==> src/design/lbad_pkg.sv <==
// Shared types, constants and codes of the bus arbiter with address decoder.
`timescale 1ns / 1ps
package lbad_pkg;

   localparam int MASTER_COUNT = 4;
   localparam int SLAVE_COUNT  = 4;
   localparam int BUS_WIDTH    = 16;

   localparam int LANE_COUNT   = 4;   // lanes in the packed master fields
   localparam int QUEUE_DEPTH  = 2;
   localparam int QPTR_W       = $clog2(QUEUE_DEPTH);
   localparam int QCNT_W       = $clog2(QUEUE_DEPTH + 1);

   localparam logic [LANE_COUNT-1:0] MASTER_MASK = LANE_COUNT'((1 << MASTER_COUNT) - 1);

   // Configuration register indexes.
   localparam logic [3:0] CSR_SLAVE0_BASE = 4'd0;
   localparam logic [3:0] CSR_SLAVE0_SIZE = 4'd1;
   localparam logic [3:0] CSR_SLAVE1_BASE = 4'd2;
   localparam logic [3:0] CSR_SLAVE1_SIZE = 4'd3;
   localparam logic [3:0] CSR_SLAVE2_BASE = 4'd4;
   localparam logic [3:0] CSR_SLAVE2_SIZE = 4'd5;
   localparam logic [3:0] CSR_SLAVE3_BASE = 4'd6;
   localparam logic [3:0] CSR_SLAVE3_SIZE = 4'd7;

   typedef enum logic {
      CMD_REQUEST = 1'b0,
      CMD_READY   = 1'b1
   } cmd_type;

   typedef enum logic {
      KIND_ISSUE = 1'b0,
      KIND_DONE  = 1'b1
   } kind_type;

   typedef struct packed {
      cmd_type     cmd;
      logic [3:0]  read_mask;
      logic [3:0]  write_mask;
      logic [63:0] master_addresses;
      logic [63:0] master_write_data;
      logic [1:0]  ready_slave;
      logic [15:0] slave_read_data;
   } req_type;

   typedef struct packed {
      kind_type    kind;
      logic [1:0]  granted_master;
      logic [1:0]  selected_slave;
      logic        decode_hit;
      logic [15:0] local_address;
      logic        read_strobe;
      logic        write_strobe;
      logic [15:0] slave_write_data;
      logic [15:0] master_read_data;
   } rsp_type;

   // Window decode of one master's address.
   typedef struct packed {
      logic [1:0]  sel;
      logic        hit;
      logic [15:0] local_address;
   } dec_type;

   // A classified event as it waits in the queue.
   typedef struct packed {
      cmd_type                        cmd;
      logic [LANE_COUNT-1:0]          req;
      logic [LANE_COUNT-1:0]          read_mask;
      logic [LANE_COUNT-1:0]          write_mask;
      logic [LANE_COUNT-1:0][15:0]    write_data;
      dec_type [LANE_COUNT-1:0]       dec;
      logic [1:0]                     ready_slave;
      logic [15:0]                    slave_read_data;
   } entry_type;

endpackage

==> src/design/lru_bus_arbiter_address_decoder_top.sv <==
// Top level of the least-recently-granted bus arbiter with address decoder.
// Usage:
//   req_*  carries bus events: a request round (read and write masks with the
//          masters' packed addresses and write data) or a slave-ready report.
//   rsp_*  carries at most one result per event: an access issued to a slave
//          (kind issue) or an access completed back to its master (kind done).
//   csr_*  writes the base and size of each slave window; csr_ready is always
//          high and a transfer to an index past the last register is dropped.
// Path: an accepted event is decoded and written into the queue; from the
//   queue head it is arbitrated into the result register, which drives
//   rsp_valid; a stall holds it in the queue.
// Throughput: one event per cycle while the result register is free or taken,
//   set by the single back-end arbitration step, also taken by no-result events.
// Reset: synchronous and active high; clears windows to zero, the priority
//   list to masters 0..3, the busy flag, the owner, the queue and rsp_valid.
// Stall: while rsp_ready is low one result is held, the two-entry queue
//   fills, and req_ready drops once it is full.
`timescale 1ns / 1ps
module lru_bus_arbiter_address_decoder_top (
   input  logic              clock,
   input  logic              reset,
   input  logic              req_valid,
   output logic              req_ready,
   input  lbad_pkg::req_type req_data,
   output logic              rsp_valid,
   input  logic              rsp_ready,
   output lbad_pkg::rsp_type rsp_data,
   input  logic              csr_valid,
   output logic              csr_ready,
   input  logic [3:0]        csr_index,
   input  logic [15:0]       csr_data
);

   lbad_pkg::entry_type push_entry;
   lbad_pkg::entry_type head_entry;
   logic                head_valid;
   logic                head_ready;

   assign csr_ready = 1'b1;

   lbad_front u_front (
      .clock     (clock),
      .reset     (reset),
      .csr_write (csr_valid && csr_ready),
      .csr_index (csr_index),
      .csr_data  (csr_data),
      .req_data  (req_data),
      .entry     (push_entry)
   );

   lbad_queue u_queue (
      .clock      (clock),
      .reset      (reset),
      .push_valid (req_valid),
      .push_ready (req_ready),
      .push_data  (push_entry),
      .pop_valid  (head_valid),
      .pop_ready  (head_ready),
      .pop_data   (head_entry)
   );

   lbad_back u_back (
      .clock      (clock),
      .reset      (reset),
      .head_valid (head_valid),
      .head_ready (head_ready),
      .head       (head_entry),
      .rsp_valid  (rsp_valid),
      .rsp_ready  (rsp_ready),
      .rsp_data   (rsp_data)
   );

endmodule

==> src/design/lbad_front.sv <==
// Front end: configuration registers and per-master address window decode.
`timescale 1ns / 1ps
module lbad_front (
   input  logic                clock,
   input  logic                reset,
   input  logic                csr_write,
   input  logic [3:0]          csr_index,
   input  logic [15:0]         csr_data,
   input  lbad_pkg::req_type   req_data,
   output lbad_pkg::entry_type entry
);

   logic [lbad_pkg::SLAVE_COUNT-1:0][15:0] base_ff, base_in;
   logic [lbad_pkg::SLAVE_COUNT-1:0][15:0] size_ff, size_in;

   always_comb begin
      base_in = base_ff;
      size_in = size_ff;
      if (csr_write) begin
         unique case (csr_index)
            lbad_pkg::CSR_SLAVE0_BASE: base_in[0] = csr_data;
            lbad_pkg::CSR_SLAVE0_SIZE: size_in[0] = csr_data;
            lbad_pkg::CSR_SLAVE1_BASE: begin
               if (lbad_pkg::SLAVE_COUNT > 1) base_in[1 % lbad_pkg::SLAVE_COUNT] = csr_data;
            end
            lbad_pkg::CSR_SLAVE1_SIZE: begin
               if (lbad_pkg::SLAVE_COUNT > 1) size_in[1 % lbad_pkg::SLAVE_COUNT] = csr_data;
            end
            lbad_pkg::CSR_SLAVE2_BASE: begin
               if (lbad_pkg::SLAVE_COUNT > 2) base_in[2 % lbad_pkg::SLAVE_COUNT] = csr_data;
            end
            lbad_pkg::CSR_SLAVE2_SIZE: begin
               if (lbad_pkg::SLAVE_COUNT > 2) size_in[2 % lbad_pkg::SLAVE_COUNT] = csr_data;
            end
            lbad_pkg::CSR_SLAVE3_BASE: begin
               if (lbad_pkg::SLAVE_COUNT > 3) base_in[3 % lbad_pkg::SLAVE_COUNT] = csr_data;
            end
            lbad_pkg::CSR_SLAVE3_SIZE: begin
               if (lbad_pkg::SLAVE_COUNT > 3) size_in[3 % lbad_pkg::SLAVE_COUNT] = csr_data;
            end
            default: ;
         endcase
      end
   end

   always_ff @(posedge clock) begin
      if (reset) begin
         base_ff <= '0;
         size_ff <= '0;
      end else begin
         base_ff <= base_in;
         size_ff <= size_in;
      end
   end

   // The window decode depends only on the address and the configuration, so
   // every master's lane is decoded here before arbitration picks one.
   always_comb begin
      logic [lbad_pkg::BUS_WIDTH-1:0] addr;
      logic [lbad_pkg::BUS_WIDTH-1:0] b;
      logic [lbad_pkg::BUS_WIDTH-1:0] sz;
      logic [lbad_pkg::BUS_WIDTH:0]   top;
      logic                           found;
      logic [1:0]                     sel;
      logic [lbad_pkg::BUS_WIDTH-1:0] sel_base;
      entry.cmd             = req_data.cmd;
      entry.req             = (req_data.read_mask | req_data.write_mask) & lbad_pkg::MASTER_MASK;
      entry.read_mask       = req_data.read_mask;
      entry.write_mask      = req_data.write_mask;
      entry.ready_slave     = req_data.ready_slave;
      entry.slave_read_data = req_data.slave_read_data;
      for (int m = 0; m < lbad_pkg::LANE_COUNT; m++) begin
         entry.write_data[m] =
            16'(req_data.master_write_data[16*m +: 16] & 16'((1 << lbad_pkg::BUS_WIDTH) - 1));
         addr  = req_data.master_addresses[16*m +: lbad_pkg::BUS_WIDTH];
         found = 1'b0;
         sel   = 2'd0;
         for (int s = 0; s < lbad_pkg::SLAVE_COUNT; s++) begin
            b   = base_ff[s][lbad_pkg::BUS_WIDTH-1:0];
            sz  = size_ff[s][lbad_pkg::BUS_WIDTH-1:0];
            top = {1'b0, b} + {1'b0, sz};
            if (!found && addr >= b && {1'b0, addr} < top) begin
               found = 1'b1;
               sel   = 2'(s);
            end
         end
         sel_base                   = base_ff[sel][lbad_pkg::BUS_WIDTH-1:0];
         entry.dec[m].sel           = sel;
         entry.dec[m].hit           = found;
         entry.dec[m].local_address = 16'(addr - sel_base);
      end
   end

endmodule

==> src/design/lbad_queue.sv <==
// Short queue of classified events between the front end and the arbiter.
`timescale 1ns / 1ps
module lbad_queue (
   input  logic                clock,
   input  logic                reset,
   input  logic                push_valid,
   output logic                push_ready,
   input  lbad_pkg::entry_type push_data,
   output logic                pop_valid,
   input  logic                pop_ready,
   output lbad_pkg::entry_type pop_data
);

   lbad_pkg::entry_type              mem_ff [lbad_pkg::QUEUE_DEPTH];
   logic [lbad_pkg::QPTR_W-1:0]      wr_ptr_ff, wr_ptr_in;
   logic [lbad_pkg::QPTR_W-1:0]      rd_ptr_ff, rd_ptr_in;
   logic [lbad_pkg::QCNT_W-1:0]      count_ff, count_in;
   logic                             push, pop;

   assign push_ready = (count_ff != lbad_pkg::QCNT_W'(lbad_pkg::QUEUE_DEPTH));
   assign pop_valid  = (count_ff != '0);
   assign pop_data   = mem_ff[rd_ptr_ff];
   assign push       = push_valid && push_ready;
   assign pop        = pop_valid && pop_ready;

   always_comb begin
      wr_ptr_in = wr_ptr_ff;
      rd_ptr_in = rd_ptr_ff;
      if (push) begin
         wr_ptr_in = (wr_ptr_ff == lbad_pkg::QPTR_W'(lbad_pkg::QUEUE_DEPTH - 1)) ? '0
                     : wr_ptr_ff + 1'b1;
      end
      if (pop) begin
         rd_ptr_in = (rd_ptr_ff == lbad_pkg::QPTR_W'(lbad_pkg::QUEUE_DEPTH - 1)) ? '0
                     : rd_ptr_ff + 1'b1;
      end
      count_in = count_ff + lbad_pkg::QCNT_W'(push) - lbad_pkg::QCNT_W'(pop);
   end

   always_ff @(posedge clock) begin
      if (reset) begin
         wr_ptr_ff <= '0;
         rd_ptr_ff <= '0;
         count_ff  <= '0;
      end else begin
         wr_ptr_ff <= wr_ptr_in;
         rd_ptr_ff <= rd_ptr_in;
         count_ff  <= count_in;
      end
   end

   always_ff @(posedge clock) begin
      if (push) begin
         mem_ff[wr_ptr_ff] <= push_data;
      end
   end

endmodule

==> src/design/lbad_back.sv <==
// Back end: least-recently-granted arbitration, bus ownership and result register.
`timescale 1ns / 1ps
module lbad_back (
   input  logic                clock,
   input  logic                reset,
   input  logic                head_valid,
   output logic                head_ready,
   input  lbad_pkg::entry_type head,
   output logic                rsp_valid,
   input  logic                rsp_ready,
   output lbad_pkg::rsp_type   rsp_data
);

   logic [lbad_pkg::MASTER_COUNT-1:0][1:0] order_ff, order_in;
   logic                                   busy_ff, busy_in;
   logic [1:0]                             owner_master_ff, owner_master_in;
   logic [1:0]                             owner_slave_ff, owner_slave_in;
   logic                                   rsp_valid_ff, rsp_valid_in;
   lbad_pkg::rsp_type                      rsp_data_ff, rsp_data_in;

   logic                                   advance;
   logic                                   found;
   logic [1:0]                             pos;
   logic [1:0]                             winner;
   logic                                   produce;
   lbad_pkg::rsp_type                      result;

   // The result register frees up in the same cycle it is taken.
   assign advance    = head_valid && (!rsp_valid_ff || rsp_ready);
   assign head_ready = advance;
   assign rsp_valid  = rsp_valid_ff;
   assign rsp_data   = rsp_data_ff;

   // First requester in the priority list.
   always_comb begin
      found  = 1'b0;
      pos    = 2'd0;
      winner = 2'd0;
      for (int i = 0; i < lbad_pkg::MASTER_COUNT; i++) begin
         if (!found && head.req[order_ff[i]]) begin
            found  = 1'b1;
            pos    = 2'(i);
            winner = order_ff[i];
         end
      end
   end

   always_comb begin
      order_in        = order_ff;
      busy_in         = busy_ff;
      owner_master_in = owner_master_ff;
      owner_slave_in  = owner_slave_ff;
      produce         = 1'b0;
      result          = '0;
      if (advance) begin
         unique case (head.cmd)
            lbad_pkg::CMD_REQUEST: begin
               if (!busy_ff && found) begin
                  // The winner moves to the back; those behind it move up one.
                  for (int j = 0; j < lbad_pkg::MASTER_COUNT - 1; j++) begin
                     if (j >= int'(pos)) begin
                        order_in[j] = order_ff[j + 1];
                     end
                  end
                  order_in[lbad_pkg::MASTER_COUNT - 1] = winner;
                  busy_in                  = 1'b1;
                  owner_master_in          = winner;
                  owner_slave_in           = head.dec[winner].sel;
                  produce                  = 1'b1;
                  result.kind              = lbad_pkg::KIND_ISSUE;
                  result.granted_master    = winner;
                  result.selected_slave    = head.dec[winner].sel;
                  result.decode_hit        = head.dec[winner].hit;
                  result.local_address     = head.dec[winner].local_address;
                  result.read_strobe       = head.read_mask[winner];
                  result.write_strobe      = head.write_mask[winner];
                  result.slave_write_data  = head.write_data[winner];
               end
            end
            lbad_pkg::CMD_READY: begin
               if (busy_ff && head.ready_slave == owner_slave_ff) begin
                  busy_in                 = 1'b0;
                  produce                 = 1'b1;
                  result.kind             = lbad_pkg::KIND_DONE;
                  result.granted_master   = owner_master_ff;
                  result.selected_slave   = owner_slave_ff;
                  result.master_read_data =
                     head.slave_read_data & 16'((1 << lbad_pkg::BUS_WIDTH) - 1);
               end
            end
            default: ;
         endcase
      end
   end

   always_comb begin
      rsp_valid_in = rsp_valid_ff;
      rsp_data_in  = rsp_data_ff;
      if (!rsp_valid_ff || rsp_ready) begin
         rsp_valid_in = produce;
      end
      if (produce) begin
         rsp_data_in = result;
      end
   end

   always_ff @(posedge clock) begin
      if (reset) begin
         for (int i = 0; i < lbad_pkg::MASTER_COUNT; i++) begin
            order_ff[i] <= 2'(i);
         end
         busy_ff         <= 1'b0;
         owner_master_ff <= 2'd0;
         owner_slave_ff  <= 2'd0;
         rsp_valid_ff    <= 1'b0;
      end else begin
         order_ff        <= order_in;
         busy_ff         <= busy_in;
         owner_master_ff <= owner_master_in;
         owner_slave_ff  <= owner_slave_in;
         rsp_valid_ff    <= rsp_valid_in;
      end
   end

   always_ff @(posedge clock) begin
      rsp_data_ff <= rsp_data_in;
   end

endmodule
==> config.mk <==
export PLATFORM = sky130hd
export DESIGN_NAME = lru_bus_arbiter_address_decoder_top
export DESIGN_NICKNAME = d
export VERILOG_FILES = /design/src/design/lbad_pkg.sv /design/src/design/lru_bus_arbiter_address_decoder_top.sv /design/src/design/lbad_front.sv /design/src/design/lbad_queue.sv /design/src/design/lbad_back.sv
export SDC_FILE = /design/constraint.sdc
export NUM_CORES = 2
export LEC_CHECK = 0
export BUFFER_PORTS_ARGS = -buffer_cell sky130_fd_sc_hd__buf_2
export CAP_MARGIN = 40
export CORE_MARGIN = 4
export CORE_UTILIZATION = 60
export CTS_CLUSTER_DIAMETER = 80
export DETAILED_ROUTE_END_ITERATION = 10
export PLACE_DENSITY = 0.87
export SLEW_MARGIN = 10
export SYNTH_ARGS = -nofsm -noshare
export SYNTH_HDL_FRONTEND = slang
export SYNTH_SLANG_ARGS = --single-unit
==> constraint.sdc <==
create_clock -name clock -period 11.13 [get_ports clock]
set_input_delay 1.113 -clock clock [delete_from_list [all_inputs] [get_ports clock]]
set_output_delay 1.113 -clock clock [all_outputs]
set_load 0.05 [all_outputs]
==> out/qor.yml <==
track_usage_pct: 35.5
timing.rr.start: "u_front.base_ff[16]"
maxSlewHeadroom_pct: 30.0
final-hold-violation-count: 0
number_of_global_route_vias_before_repair: 30239
critPathKind: "reg -> reg"
worst_hold_path.num_cells: 2
synthesis.area_um2: 37800
tritoncts.num_buffers: 56
antenna_violations_before_repair: 16
worst-r2r-cell-count: 34
clock_sink_count: 545
arrival_ps: 9880
crit_path_max_incr_delay_ps: 790
number_of_enable_type_register_cells_in_the_synthesized_netlist: 398
synth_area_leaders: "sky130_fd_sc_hd__edfxtp_1 (32%), sky130_fd_sc_hd__ha_1 (20%), sky130_fd_sc_hd__dfxtp_1 (7.8%)"
worst_setup_path_end_kind: "flip-flop"
detail_route.wl_per_cell_um: 26.5
timing.hold.worst.start: "u_front.size_ff[58]"
netlist_instances: 3492
cts_hold_buffers: 0
initial_utilization_pct: 61.0
synth.distinct_cells: 87
post-route-drc-count: 0
routed_wl_um: 122000
chipWidth_um: 259
placement.cell_area_um2: 40000
run_status: "finished, final reports clean"
synthDominantCellAreaShare_pct: 31.6
synth-seq-area-share_pct: 39.4
buffer_ports.inserted: 237
crit-reg2reg-capture: "u_queue.mem_ff[0][89]"
cpMostUsedCell: "sky130_fd_sc_hd__a21oi_1"
yosys.area.top_type: "sky130_fd_sc_hd__edfxtp_1"
utilization_after_layout_pct: 67.6
fmax_achieved_mhz: 105
crit_fanout: 21
num-nets-final: 4502
top_library_cells_by_usage_in_the_layout_fill_and_taps_aside: "sky130_fd_sc_hd__ha_1 (614), sky130_fd_sc_hd__edfxtp_1 (398), sky130_fd_sc_hd__nand2_1 (284), sky130_fd_sc_hd__a21oi_1 (258), sky130_fd_sc_hd__buf_2 (236)"
ff_latch_count_synth: 545
slew_violations: 0
timing.reg2reg.setup_slack_ps: 1620
vdd_drop_max_mv: 0.160
die_area_um2: 67200
hpwlAfterDp_um: 89400
place_congestion: 1.02
skew_ps: 31.5
fp.coreArea_um2: 62100
clk_root_buffer_cell: "sky130_fd_sc_hd__clkbuf_16"
yosys_most_used_dff: "sky130_fd_sc_hd__edfxtp_1"
clk_pin_slew_worst_paths_ps: 70
overflow_after_grt: 0
dr_total_vias: 30749
cts.path.max_buffers: 3
startpoint_type: "flip-flop"
layout.cells.most_common: "sky130_fd_sc_hd__ha_1"
synth.yosys.warnings: 0
drt_first_pass_iters: 6
num_rows: 91
drt_first_iter_violations: 3683
post-route-min-period_ps: 9510
cts.repair_timing.setup_buffer_count: 0
timing_worst_slew_pin_value_ps: 1050
synth_fp_nets: 4294
min_to: "u_front.size_ff[58]"
synth_async_sr_flop_share_pct: 0
syn2layout_area_growth_pct: 10.9
ios: 239
drive_gt1_share_pct: 13.0
clk_latency_ps: 640
fraction_of_the_cycle_the_final_worst_path_needs_pct: 85.4
chipHeight_um: 259
grt_setup_unrepaired: "no"
syn-mean-instance-area_um2: 10.8
cts_repair_resize_count: 0
drt.antenna.violating_nets: 0
setup-tns-final_ps: 0
power_leakage_nw: 16.7
grt_start_max_net_pins: 167
timing.critical_path.slowest_stage_cell: "sky130_fd_sc_hd__nor3_4"
final-setup-viol-count: 0
max_cap_violations: 0
clock_tree.htree_level_count: 2
postLayoutCellArea_um2: 42000
cts_tree: "done"
powerDensity_nw_per_um2: 171
critPathRequiredTime_ps: 11500
grt_first_pass_wirelength_um: 181000
detail_route.vias_per_cell: 6.68
worstHoldPathType: "reg -> reg"
metal layers:
metal  global-route usage [%]  vias to the layer above  share of wire (%)
met5                        0                        -              0.021
met4                     20.7                        4                7.0
met3                     6.36                      425                 10
met2                     56.8                     1749                 46
met1                     45.4                    14803                 37
li1                         -                    13768                  -
Yosys cell counts, drive strengths merged (7+ instances only):
cell	number
o21ai	218
o21a	52
a22o	26
fa	8
edfxtp	398
nor2	218
a211oi	44
ha	614
mux2i	159
nor4	18
xnor2	57
nor3	35
buf	42
a211o	17
mux4	80
dfxtp	147
a2111oi	25
nand3	36
xor2	41
or3	7
nor2b	34
o2111ai	11
clkbuf	75
and3	18
a21o	107
o31ai	10
nand2b	48
o211ai	60
or2	10
inv	150
a21oi	259
nand4	35
a21boi	7
o21bai	25
nand2	286
a31oi	16
report_power, final:
group / internal (W) / switching (W) / total [W]
Sequential: 0.00262 / 0.000141 / 0.00276
Clock: 0.00115 / 0.000838 / 0.00199
Combinational: 0.000883 / 0.00153 / 0.00242
cells by family (layout without fill, tap and decap cells):
logic type	after synthesis	in the layout	share of synthesized area, %
compound gates	943	943	16.2
xor+xnor	101	101	2.45
fa+ha+maj	626	626	20.8
buf+inv	267	522	2.86
flops	545	545	39.4
mux	244	244	9.11
other cells	1	19	0.00991
simple gates	765	765	9.21
worst max path at each step:
stage          slack (ps)                start                     to  depth (start not counted)
3_3_place_gp         1910  u_front.base_ff[16]  u_queue.mem_ff[0][89]                         34
3_5_place_dp         1940  u_front.base_ff[16]  u_queue.mem_ff[0][89]                         34
5_1_grt              1090  u_front.base_ff[16]  u_queue.mem_ff[0][90]                         35
2_1_floorplan        2110            req_valid   u_queue.mem_ff[0][0]                          2
4_1_cts              1880  u_front.base_ff[16]  u_queue.mem_ff[0][90]                         35
6_report             1620  u_front.base_ff[16]  u_queue.mem_ff[0][89]                         34
worst max-delay path, delay by kind of cell, from the launching register on:
kind | cells | cell delay, ps
XOR/XNOR | 2 | 480
AND/OR/NAND/NOR | 2 | 1160
flip-flops | 1 | 440
adder cells (fa/ha/maj) | 4 | 1080
AO/OA/AOI/OAI | 24 | 5830
buffers and inverters | 1 | 60
multiplexers | 1 | 170
registers in the layout (all words and copies together), names as in the netlist, named ones only:
signal	flops
u_back.busy_ff	1
u_back.rsp_data	56
u_front.base_ff	64
u_queue.rd_ptr_ff	1
u_queue.count_ff	2
u_back.order_ff	8
u_back.owner_slave_ff	2
u_back.owner_master_ff	2
u_front.size_ff	64
u_queue.wr_ptr_ff	1
u_queue.mem_ff	342
u_back.rsp_valid	1
metrics by stage:
stage | cells | power (W) | hold WS, ps | worst slack, ps
final | 4602 | 0.00717 | 463 | 1620
after global placement | 4472 | 0.00498 | 445 | 1910
after detailed placement | 4479 | 0.00510 | 451 | 1940
after floorplan | 3492 | 0.00445 | 436 | 2110
after global routing | 4599 | 0.00743 | 475 | 1090
after CTS | 4584 | 0.00715 | 459 | 1880
area by class of cell:
class,count,area (um^2)
Antenna cell,18,45.0
Clock buffer,67,1480
Clock inverter,38,475
Fill cell,4482,20100
Inverter,150,563
Multi-Input combinational cell,2680,22000
Sequential cell,545,14900
Tap cell,837,1050
Timing Repair Buffer,267,1510
(Power assumes the default switching activity.)
